### src/psoc_pkg.sv
`timescale 1ns / 1ps
package psoc_pkg;

  // Register map of the configuration port
  localparam int CFG_IDX_W = 1;
  localparam logic [CFG_IDX_W-1:0] REG_FB_FORMAT    = 1'd0;
  localparam logic [CFG_IDX_W-1:0] REG_GLOBAL_ALPHA = 1'd1;

  // Operation codes
  localparam logic [1:0] OP_FILL  = 2'd0;
  localparam logic [1:0] OP_TFILL = 2'd1;
  localparam logic [1:0] OP_COPY  = 2'd2;

  // Framebuffer formats
  localparam logic [1:0] FMT_ARGB8888 = 2'd0;
  localparam logic [1:0] FMT_RGB888   = 2'd1;
  localparam logic [1:0] FMT_RGB565   = 2'd2;

  localparam logic [7:0]  ALPHA_OPAQUE = 8'hFF;
  localparam logic [31:0] ALPHA_FORCE  = 32'hFF00_0000;

  // Queue between front and back
  localparam int QUEUE_DEPTH = 4;
  localparam int QPTR_W      = $clog2(QUEUE_DEPTH);
  localparam int QCNT_W      = $clog2(QUEUE_DEPTH + 1);

  // What the back end does with an item
  typedef enum logic [1:0] {
    KIND_SKIP,
    KIND_DIRECT,
    KIND_BLEND
  } kind_t;

  typedef struct packed {
    kind_t       kind;
    logic [7:0]  alpha;
    logic [23:0] color;
    logic [23:0] dst;
  } item_t;

  // Rounded divide by 255 of a product of two bytes
  function automatic logic [7:0] d255(input logic [15:0] x);
    logic [16:0] t;
    logic [16:0] u;
    t = {1'b0, x} + 17'd128;
    u = t + {9'd0, t[15:8]};
    return u[15:8];
  endfunction

  // Raw destination to 8 bits per channel
  function automatic logic [23:0] expand_dst(input logic [1:0] fmt, input logic [23:0] raw);
    logic [4:0] r;
    logic [5:0] g;
    logic [4:0] b;
    r = raw[15:11];
    g = raw[10:5];
    b = raw[4:0];
    if (fmt == FMT_RGB565) begin
      return {r, r[4:2], g, g[5:4], b, b[4:2]};
    end
    return raw;
  endfunction

  // 8 bits per channel to raw framebuffer pixel
  function automatic logic [31:0] pack_out(input logic [1:0] fmt, input logic [23:0] rgb);
    logic [31:0] pix;
    unique case (fmt)
      FMT_RGB565: pix = {16'd0, rgb[23:19], rgb[15:10], rgb[7:3]};
      FMT_RGB888: pix = {8'd0, rgb};
      default:    pix = ALPHA_FORCE | {8'd0, rgb};
    endcase
    return pix;
  endfunction

endpackage

### src/psoc_queue.sv
`timescale 1ns / 1ps
module psoc_queue (
  input  logic                   clk,
  input  logic                   rst,
  input  logic                   push,
  input  psoc_pkg::item_t        push_item,
  input  logic                   pop,
  output psoc_pkg::item_t        head_item,
  output logic                   not_empty,
  output logic [psoc_pkg::QCNT_W-1:0] count
);
  import psoc_pkg::*;

  item_t             mem [QUEUE_DEPTH];
  logic [QPTR_W-1:0] wr_ptr;
  logic [QPTR_W-1:0] rd_ptr;

  assign head_item = mem[rd_ptr];
  assign not_empty = (count != '0);

  // Storage
  always_ff @(posedge clk) begin
    if (push) begin
      mem[wr_ptr] <= push_item;
    end
  end

  // Pointers and fill count
  always_ff @(posedge clk) begin
    if (rst) begin
      wr_ptr <= '0;
      rd_ptr <= '0;
      count  <= '0;
    end else begin
      if (push) wr_ptr <= wr_ptr + 1'b1;
      if (pop)  rd_ptr <= rd_ptr + 1'b1;
      unique case ({push, pop})
        2'b10:   count <= count + 1'b1;
        2'b01:   count <= count - 1'b1;
        default: count <= count;
      endcase
    end
  end

  a_no_overflow: assert property (@(posedge clk) disable iff (rst)
    !(push && !pop && count == QCNT_W'(QUEUE_DEPTH)))
    else $error("queue written while full");

  a_no_underflow: assert property (@(posedge clk) disable iff (rst)
    !(pop && count == '0))
    else $error("queue read while empty");

endmodule

### src/psoc_front.sv
`timescale 1ns / 1ps
module psoc_front (
  input  logic                        clk,
  input  logic                        rst,
  input  logic [7:0]                  global_alpha,
  input  logic                        in_valid,
  output logic                        in_stall,
  input  logic [1:0]                  req_type,
  input  logic [31:0]                 src_pixel,
  input  logic [31:0]                 dst_pixel,
  input  logic [psoc_pkg::QCNT_W-1:0] q_count,
  output logic                        push,
  output psoc_pkg::item_t             push_item
);
  import psoc_pkg::*;

  logic        accept;
  logic [7:0]  scale;
  logic [QCNT_W-1:0] occupancy;

  // stage 1: products
  logic        s1_valid;
  logic [1:0]  s1_op;
  logic [31:0] s1_src;
  logic [23:0] s1_dst;
  logic [15:0] s1_pa;
  logic [15:0] s1_pr;
  logic [15:0] s1_pg;
  logic [15:0] s1_pb;

  // stage 2: classified item
  logic        s2_valid;
  item_t       s2_item;
  item_t       s2_next;
  logic [7:0]  alpha_scaled;
  logic [23:0] color_scaled;

  // Items in flight plus queued ones never exceed the queue depth
  assign occupancy = q_count + QCNT_W'(s1_valid) + QCNT_W'(s2_valid);
  assign in_stall  = rst || (occupancy >= QCNT_W'(QUEUE_DEPTH));
  assign accept    = in_valid && !in_stall;

  // Copy scales by the global alpha, translucent fill by its own alpha
  assign scale = (req_type == OP_COPY) ? global_alpha : src_pixel[31:24];

  always_ff @(posedge clk) begin
    if (rst) begin
      s1_valid <= 1'b0;
    end else begin
      s1_valid <= accept;
    end
    if (accept) begin
      s1_op  <= req_type;
      s1_src <= src_pixel;
      s1_dst <= dst_pixel[23:0];
      s1_pa  <= src_pixel[31:24] * scale;
      s1_pr  <= src_pixel[23:16] * scale;
      s1_pg  <= src_pixel[15:8]  * scale;
      s1_pb  <= src_pixel[7:0]   * scale;
    end
  end

  // Divide down and classify
  assign alpha_scaled = d255(s1_pa);
  assign color_scaled = {d255(s1_pr), d255(s1_pg), d255(s1_pb)};

  always_comb begin
    s2_next.dst   = s1_dst;
    s2_next.alpha = s1_src[31:24];
    s2_next.color = color_scaled;
    s2_next.kind  = KIND_SKIP;
    unique case (s1_op)
      OP_FILL: begin
        s2_next.kind  = KIND_DIRECT;
        s2_next.color = s1_src[23:0];
      end
      OP_TFILL: begin
        s2_next.kind = (s1_src[31:24] != 8'd0) ? KIND_BLEND : KIND_SKIP;
      end
      OP_COPY: begin
        s2_next.alpha = alpha_scaled;
        if (alpha_scaled == ALPHA_OPAQUE) begin
          s2_next.kind = KIND_DIRECT;
        end else if (alpha_scaled != 8'd0) begin
          s2_next.kind = KIND_BLEND;
        end
      end
      default: s2_next.kind = KIND_SKIP;
    endcase
  end

  always_ff @(posedge clk) begin
    if (rst) begin
      s2_valid <= 1'b0;
    end else begin
      s2_valid <= s1_valid;
    end
    if (s1_valid) begin
      s2_item <= s2_next;
    end
  end

  assign push      = s2_valid;
  assign push_item = s2_item;

  a_occupancy: assert property (@(posedge clk) disable iff (rst)
    occupancy <= QCNT_W'(QUEUE_DEPTH))
    else $error("front end has more items than queue space");

endmodule

### src/psoc_back.sv
`timescale 1ns / 1ps
module psoc_back (
  input  logic            clk,
  input  logic            rst,
  input  logic [1:0]      fb_format,
  input  psoc_pkg::item_t head_item,
  input  logic            not_empty,
  output logic            pop,
  output logic            out_valid,
  input  logic            out_stall,
  output logic            write_enable,
  output logic [31:0]     out_pixel
);
  import psoc_pkg::*;

  logic        out_adv;
  logic        c_load;
  logic [23:0] dst_rgb;
  logic [7:0]  inv;

  // stage C: destination products
  logic        c_valid;
  kind_t       c_kind;
  logic [23:0] c_color;
  logic [15:0] c_pr;
  logic [15:0] c_pg;
  logic [15:0] c_pb;

  logic [8:0]  sum_r;
  logic [8:0]  sum_g;
  logic [8:0]  sum_b;
  logic [23:0] mix;
  logic [23:0] rgb;

  // Back pressure from the output register
  assign out_adv = !out_valid || !out_stall;
  assign c_load  = !c_valid || out_adv;
  assign pop     = not_empty && c_load;

  assign dst_rgb = expand_dst(fb_format, head_item.dst);
  assign inv     = ALPHA_OPAQUE - head_item.alpha;

  always_ff @(posedge clk) begin
    if (rst) begin
      c_valid <= 1'b0;
    end else if (c_load) begin
      c_valid <= not_empty;
    end
    if (pop) begin
      c_kind  <= head_item.kind;
      c_color <= head_item.color;
      c_pr    <= dst_rgb[23:16] * inv;
      c_pg    <= dst_rgb[15:8]  * inv;
      c_pb    <= dst_rgb[7:0]   * inv;
    end
  end

  // Source plus scaled destination, saturated per channel
  assign sum_r = {1'b0, c_color[23:16]} + {1'b0, d255(c_pr)};
  assign sum_g = {1'b0, c_color[15:8]}  + {1'b0, d255(c_pg)};
  assign sum_b = {1'b0, c_color[7:0]}   + {1'b0, d255(c_pb)};
  assign mix   = {sum_r[8] ? 8'hFF : sum_r[7:0],
                  sum_g[8] ? 8'hFF : sum_g[7:0],
                  sum_b[8] ? 8'hFF : sum_b[7:0]};
  assign rgb   = (c_kind == KIND_BLEND) ? mix : c_color;

  // Output register
  always_ff @(posedge clk) begin
    if (rst) begin
      out_valid <= 1'b0;
    end else if (out_adv) begin
      out_valid <= c_valid;
    end
    if (out_adv && c_valid) begin
      write_enable <= (c_kind != KIND_SKIP);
      out_pixel    <= (c_kind == KIND_SKIP) ? 32'd0 : pack_out(fb_format, rgb);
    end
  end

  a_skip_zero: assert property (@(posedge clk) disable iff (rst)
    out_valid && !write_enable |-> out_pixel == 32'd0)
    else $error("skipped pixel carries data");

endmodule

### src/pixel_source_over_compositor.sv
`timescale 1ns / 1ps
// Channel  Handshake           Payload
// in       in_valid/in_stall   req_type, src_pixel, dst_pixel
// out      out_valid/out_stall write_enable, out_pixel
// cfg      cfg_valid/cfg_ready cfg_index, cfg_data
//
// One pixel per clock sustained while out_stall stays low.
// A beat passes two front stages (scale multiply, divide and classify), the
// queue, and two back stages (destination multiply, blend and pack).
// Reset (rst, synchronous) empties the pipeline and queue; fb_format returns to
// ARGB8888 and global_alpha to 255. in_stall and cfg_ready are held during reset.
// in_stall rises once beats in the two front stages plus queued beats reach four.
module pixel_source_over_compositor (
  input  logic                           clk,
  input  logic                           rst,
  input  logic                           cfg_valid,
  output logic                           cfg_ready,
  input  logic [psoc_pkg::CFG_IDX_W-1:0] cfg_index,
  input  logic [7:0]                     cfg_data,
  input  logic                           in_valid,
  output logic                           in_stall,
  input  logic [1:0]                     req_type,
  input  logic [31:0]                    src_pixel,
  input  logic [31:0]                    dst_pixel,
  output logic                           out_valid,
  input  logic                           out_stall,
  output logic                           write_enable,
  output logic [31:0]                    out_pixel
);
  import psoc_pkg::*;

  logic [1:0]        fb_format;
  logic [7:0]        global_alpha;
  logic              push;
  item_t             push_item;
  logic              pop;
  item_t             head_item;
  logic              not_empty;
  logic [QCNT_W-1:0] q_count;

  // Configuration registers
  assign cfg_ready = !rst;

  always_ff @(posedge clk) begin
    if (rst) begin
      fb_format    <= FMT_ARGB8888;
      global_alpha <= ALPHA_OPAQUE;
    end else if (cfg_valid) begin
      unique case (cfg_index)
        REG_FB_FORMAT:    fb_format    <= cfg_data[1:0];
        REG_GLOBAL_ALPHA: global_alpha <= cfg_data;
        default: ;
      endcase
    end
  end

  psoc_front u_front (
    .clk          (clk),
    .rst          (rst),
    .global_alpha (global_alpha),
    .in_valid     (in_valid),
    .in_stall     (in_stall),
    .req_type     (req_type),
    .src_pixel    (src_pixel),
    .dst_pixel    (dst_pixel),
    .q_count      (q_count),
    .push         (push),
    .push_item    (push_item)
  );

  psoc_queue u_queue (
    .clk       (clk),
    .rst       (rst),
    .push      (push),
    .push_item (push_item),
    .pop       (pop),
    .head_item (head_item),
    .not_empty (not_empty),
    .count     (q_count)
  );

  psoc_back u_back (
    .clk          (clk),
    .rst          (rst),
    .fb_format    (fb_format),
    .head_item    (head_item),
    .not_empty    (not_empty),
    .pop          (pop),
    .out_valid    (out_valid),
    .out_stall    (out_stall),
    .write_enable (write_enable),
    .out_pixel    (out_pixel)
  );

endmodule
### config.mk
export PLATFORM = sky130hd
export DESIGN_NAME = pixel_source_over_compositor
export DESIGN_NICKNAME = d
export VERILOG_FILES = /design/src/psoc_pkg.sv /design/src/psoc_queue.sv /design/src/psoc_front.sv /design/src/psoc_back.sv /design/src/pixel_source_over_compositor.sv
export SDC_FILE = /design/constraint.sdc
export NUM_CORES = 2
export LEC_CHECK = 0
export BUFFER_PORTS_ARGS = -buffer_cell sky130_fd_sc_hd__clkbuf_2
export CAP_MARGIN = 20
export CORE_MARGIN = 2
export CORE_UTILIZATION = 50
export DETAILED_ROUTE_END_ITERATION = 7
export PLACE_DENSITY = 0.71
export SLEW_MARGIN = 20
export SYNTH_ARGS = -nofsm -noshare
export SYNTH_HDL_FRONTEND = slang
export SYNTH_SLANG_ARGS = --single-unit
### constraint.sdc
create_clock -name clk -period 9 [get_ports clk]
set_clock_uncertainty 0.05 [all_clocks]
set_input_delay 0.9 -clock clk [delete_from_list [all_inputs] [get_ports clk]]
set_output_delay 0.9 -clock clk [all_outputs]
set_load 0.03 [all_outputs]
==> metrics.md <==
| Metric | Value |
|---|---|
| Outcome | finished clean |
| Synthesized flop and latch total | approximately 540 |
| Antenna-violating nets left | 0 |
| Type of the tightest min-delay check | reg2reg |
| Chip height | 278 microns |
| Core Rows | 100 |
| Number of vias per cell | roughly 5.5 |
| Transition time at the pin with the least slew margin | 1.07 ns |
| Global routing usage on met1 | 27.7% |
| Worst path arrival time | 7.14 ns |
| Die width | 278 microns |
| FMAX | 146 MHz |
| Count of flip-flops with a built-in enable after synthesis | ~500 |
| Clock insertion delay at the later pin of the skew report | ~0.63 ns |
| CTS Hold Bufs | 0 |
| Final Core Density | 54.8% |
| Max-slew headroom at the worst pin | between 20% and 30% |
| Share of the yosys chip area belonging to registers | 42.2% |
| Number of hold violations in the final report | 0 |
| Element type at the critical path end | register |
| Cell-by-cell trace of the critical path | inv_1, ha_1, buf_4, inv_1, mux2i_1, nor2_1, fa_1, inv_1, fa_1, inv_1, fa_1, inv_1, fa_1, inv_1, ha_1, o21a_1, o31a_1, o21bai_1, a2111oi_0, o41ai_1, xnor2_1 |
| Final setup violation count | 0 |
| Data required time at the worst endpoint | 9.31 ns |
| Post-synthesis to final-layout area growth | 8.69% |
| HPWL reported at the end of detailed placement | 54800 microns |
| Clock sinks | roughly 540 |
| Commonest non-fill, non-tap cells in the layout | sky130_fd_sc_hd__edfxtp_1 (512), sky130_fd_sc_hd__inv_1 (442), sky130_fd_sc_hd__ha_1 (340) |
| Global placement routability congestion | around 0.87 |
| Total nets after synthesis | a little under 4000 |
| Total negative slack | 0 ns |
| Max-cap violations | 0 |
| Setup repair after global routing missed its margin | no |
| Global routing's busiest layer | met2 |
| Core footprint | 74400 sq um |
| Initial antenna violation count | 2 |
| Per-cell routed wire length | 17.3 microns |
| Clock transition at the registers of the reported paths | about 0.06 ns |
| Via count of the first global-routing pass | 24200 |
| Number of buffers inserted during clock tree synthesis | 55 |
| Total number of yosys warnings | 0 |
| Nature of the critical path startpoint | register |
| Total die area | between 70000 and 80000 sq um |
| GR met3 Demand/Resource | roughly 2.7% |
| Vias | 23700 |
| Slowest cell on the critical path | sky130_fd_sc_hd__mux2i_1 |
| Post-detailed-routing wire length | 75100 microns |
| Pin count of the biggest net entering global routing | 78 |
| I/O Buffers | roughly 110 |
| Count of unresolved DRC violations after routing | 0 |
| Clock root buffer | sky130_fd_sc_hd__clkbuf_16 |
| Post-synthesis cell count | 3227 |
| CTS tree | yes |
| Wire length of the first global-routing pass | roughly 130000 microns |
| Iter 0 DRT Violations | 1564 |
| Async set or reset register ratio after synthesis | 0% |
| Setup repair bufs after CTS | 0 |
| Crit path max fanout | 21 |
| Most common cell after layout, fill and taps aside | sky130_fd_sc_hd__edfxtp_1 |
| Number of top-level pins | between 100 and 150 |
| Post-synthesis instance area | 37500 sq um |
| Number of fill cells | 6180 |
| Most used cell, CP | sky130_fd_sc_hd__inv_1 |
| Global routing usage on met2 | 33.4% |
| Maximum level of the CTS H-tree | 2 |
| Max clock buf depth | 3 |
| Final max-slew violation count | 0 |
| Crit Path Category | reg2reg |
| Global route total overflow | 0 |
| Effective utilization at floorplan | just over 50% |
| Number of nets in the final layout | 3993 |
| Average cell area after synthesis | between 10 and 15 sq um |
| Top_reg_cell synth | sky130_fd_sc_hd__edfxtp_1 |
| Ratio of final minimum period to clock period | 75.9% |
| Min Tclk post-route | roughly 6.8 ns |
| Number of different library cells in the post-synthesis netlist | roughly 90 |
| Global-route usage over all layers | 20.0% |
| Fraction of final layout cells with drive strength greater than 1 | between 10 and 15% |
| Drt first pass iters | 5 |
| Count of cells resized by post-cts repair | 0 |
| Biggest cell delay along the critical path | 0.78 ns |
[registers in the layout (all words and copies together), names as in the netlist, 24 cells and up, named ones only]
| name | cells |
|---|---|
| u_back.c_color | 24 |
| u_front.push_item | 58 |
| u_front.s1_dst | 24 |
| u_back.out_pixel | 25 |
| u_queue.mem | 232 |
| u_front.s1_src | 32 |
[logic make-up after synthesis]
group                      count (synthesis)  share of synthesized area, %
AOI/OAI and AO/OA                        387                          7.27
xor gates and xnor gates                 161                          3.86
DFF                                      535                          42.2
buffers and inverters                    532                          5.53
muxes                                     80                          4.06
adders and majority gates                596                          25.0
and+or+nand+nor                          936                          12.1
[per-stage QoR]
step | std cells | hold slack [ns] | cell area (sq um) | setup WS, ns
after global routing | 4331 | 0.363 | 40800 | 1.84
after floorplan | 3227 | 0.350 | 37500 | 2.08
after detailed placement | 4229 | 0.355 | 39000 | 2.28
after CTS | 4331 | 0.354 | 40800 | 2.29
final | 4334 | 0.368 | 40800 | 2.17
after global placement | 4229 | 0.352 | 39000 | 2.43
[cell type report]
class,count,area [sq um],area share (%)
timing repair buffer,123,656,1.61
clock inverter,35,304,0.745
multi-input combinational,2160,19700,48.2
antenna,3,7.51,0.0184
sequential,535,15800,38.8
clock buffer,67,1460,3.58
tap,969,1210,2.97
inverter,442,1660,4.07
[final timing paths]
check        slack (ns)                     to  depth (start not counted)                from
max reg2reg        2.17        u_back.c_pb[15]                         21        fb_format[0]
min reg2reg        0.37  u_front.push_item[16]                          0  u_front.s1_dst[16]
min                0.37  u_front.push_item[16]                          0  u_front.s1_dst[16]
max                2.17        u_back.c_pb[15]                         21        fb_format[0]
[layer usage]
| layer | share of wire, % | routed length, microns |
|---|---|---|
| met1 | 45 | 33800 |
| met2 | 48 | 35800 |
| met3 | 4.8 | 3630 |
| met4 | 2.4 | 1780 |
| met5 | 0.043 | 32 |
[synthesized netlist by cell type (all sizes together), types with 42 or more instances]
| master | number | area share [%] |
|---|---|---|
| clkbuf | 65 | 0.66 |
| nor2 | 282 | 2.8 |
| nor3 | 45 | 0.60 |
| fa | 256 | 14 |
| xnor2 | 107 | 2.5 |
| xor2 | 54 | 1.3 |
| mux4 | 56 | 3.4 |
| or2 | 46 | 0.77 |
| nand3 | 67 | 0.91 |
| inv | 442 | 4.4 |
| o21ai | 77 | 1.0 |
| a21oi | 93 | 1.3 |
| o21a | 42 | 0.84 |
| and2 | 149 | 2.5 |
| edfxtp | 512 | 41 |
| ha | 340 | 11 |
| nand2 | 218 | 2.2 |
[critical path, delay by kind of cell, from the launching register on]
family | cells | cell delay (ns)
xor+xnor | 1 | 0.15
buf+inv | 7 | 1.21
simple gates | 1 | 0.14
fa+ha+maj | 6 | 2.53
mux | 1 | 0.78
compound gates | 5 | 1.30
flops | 1 | 0.35
Power is left out: the tool's default activity adds up to more than one toggle a clock period on the data nets, which glitch-free logic cannot reach.
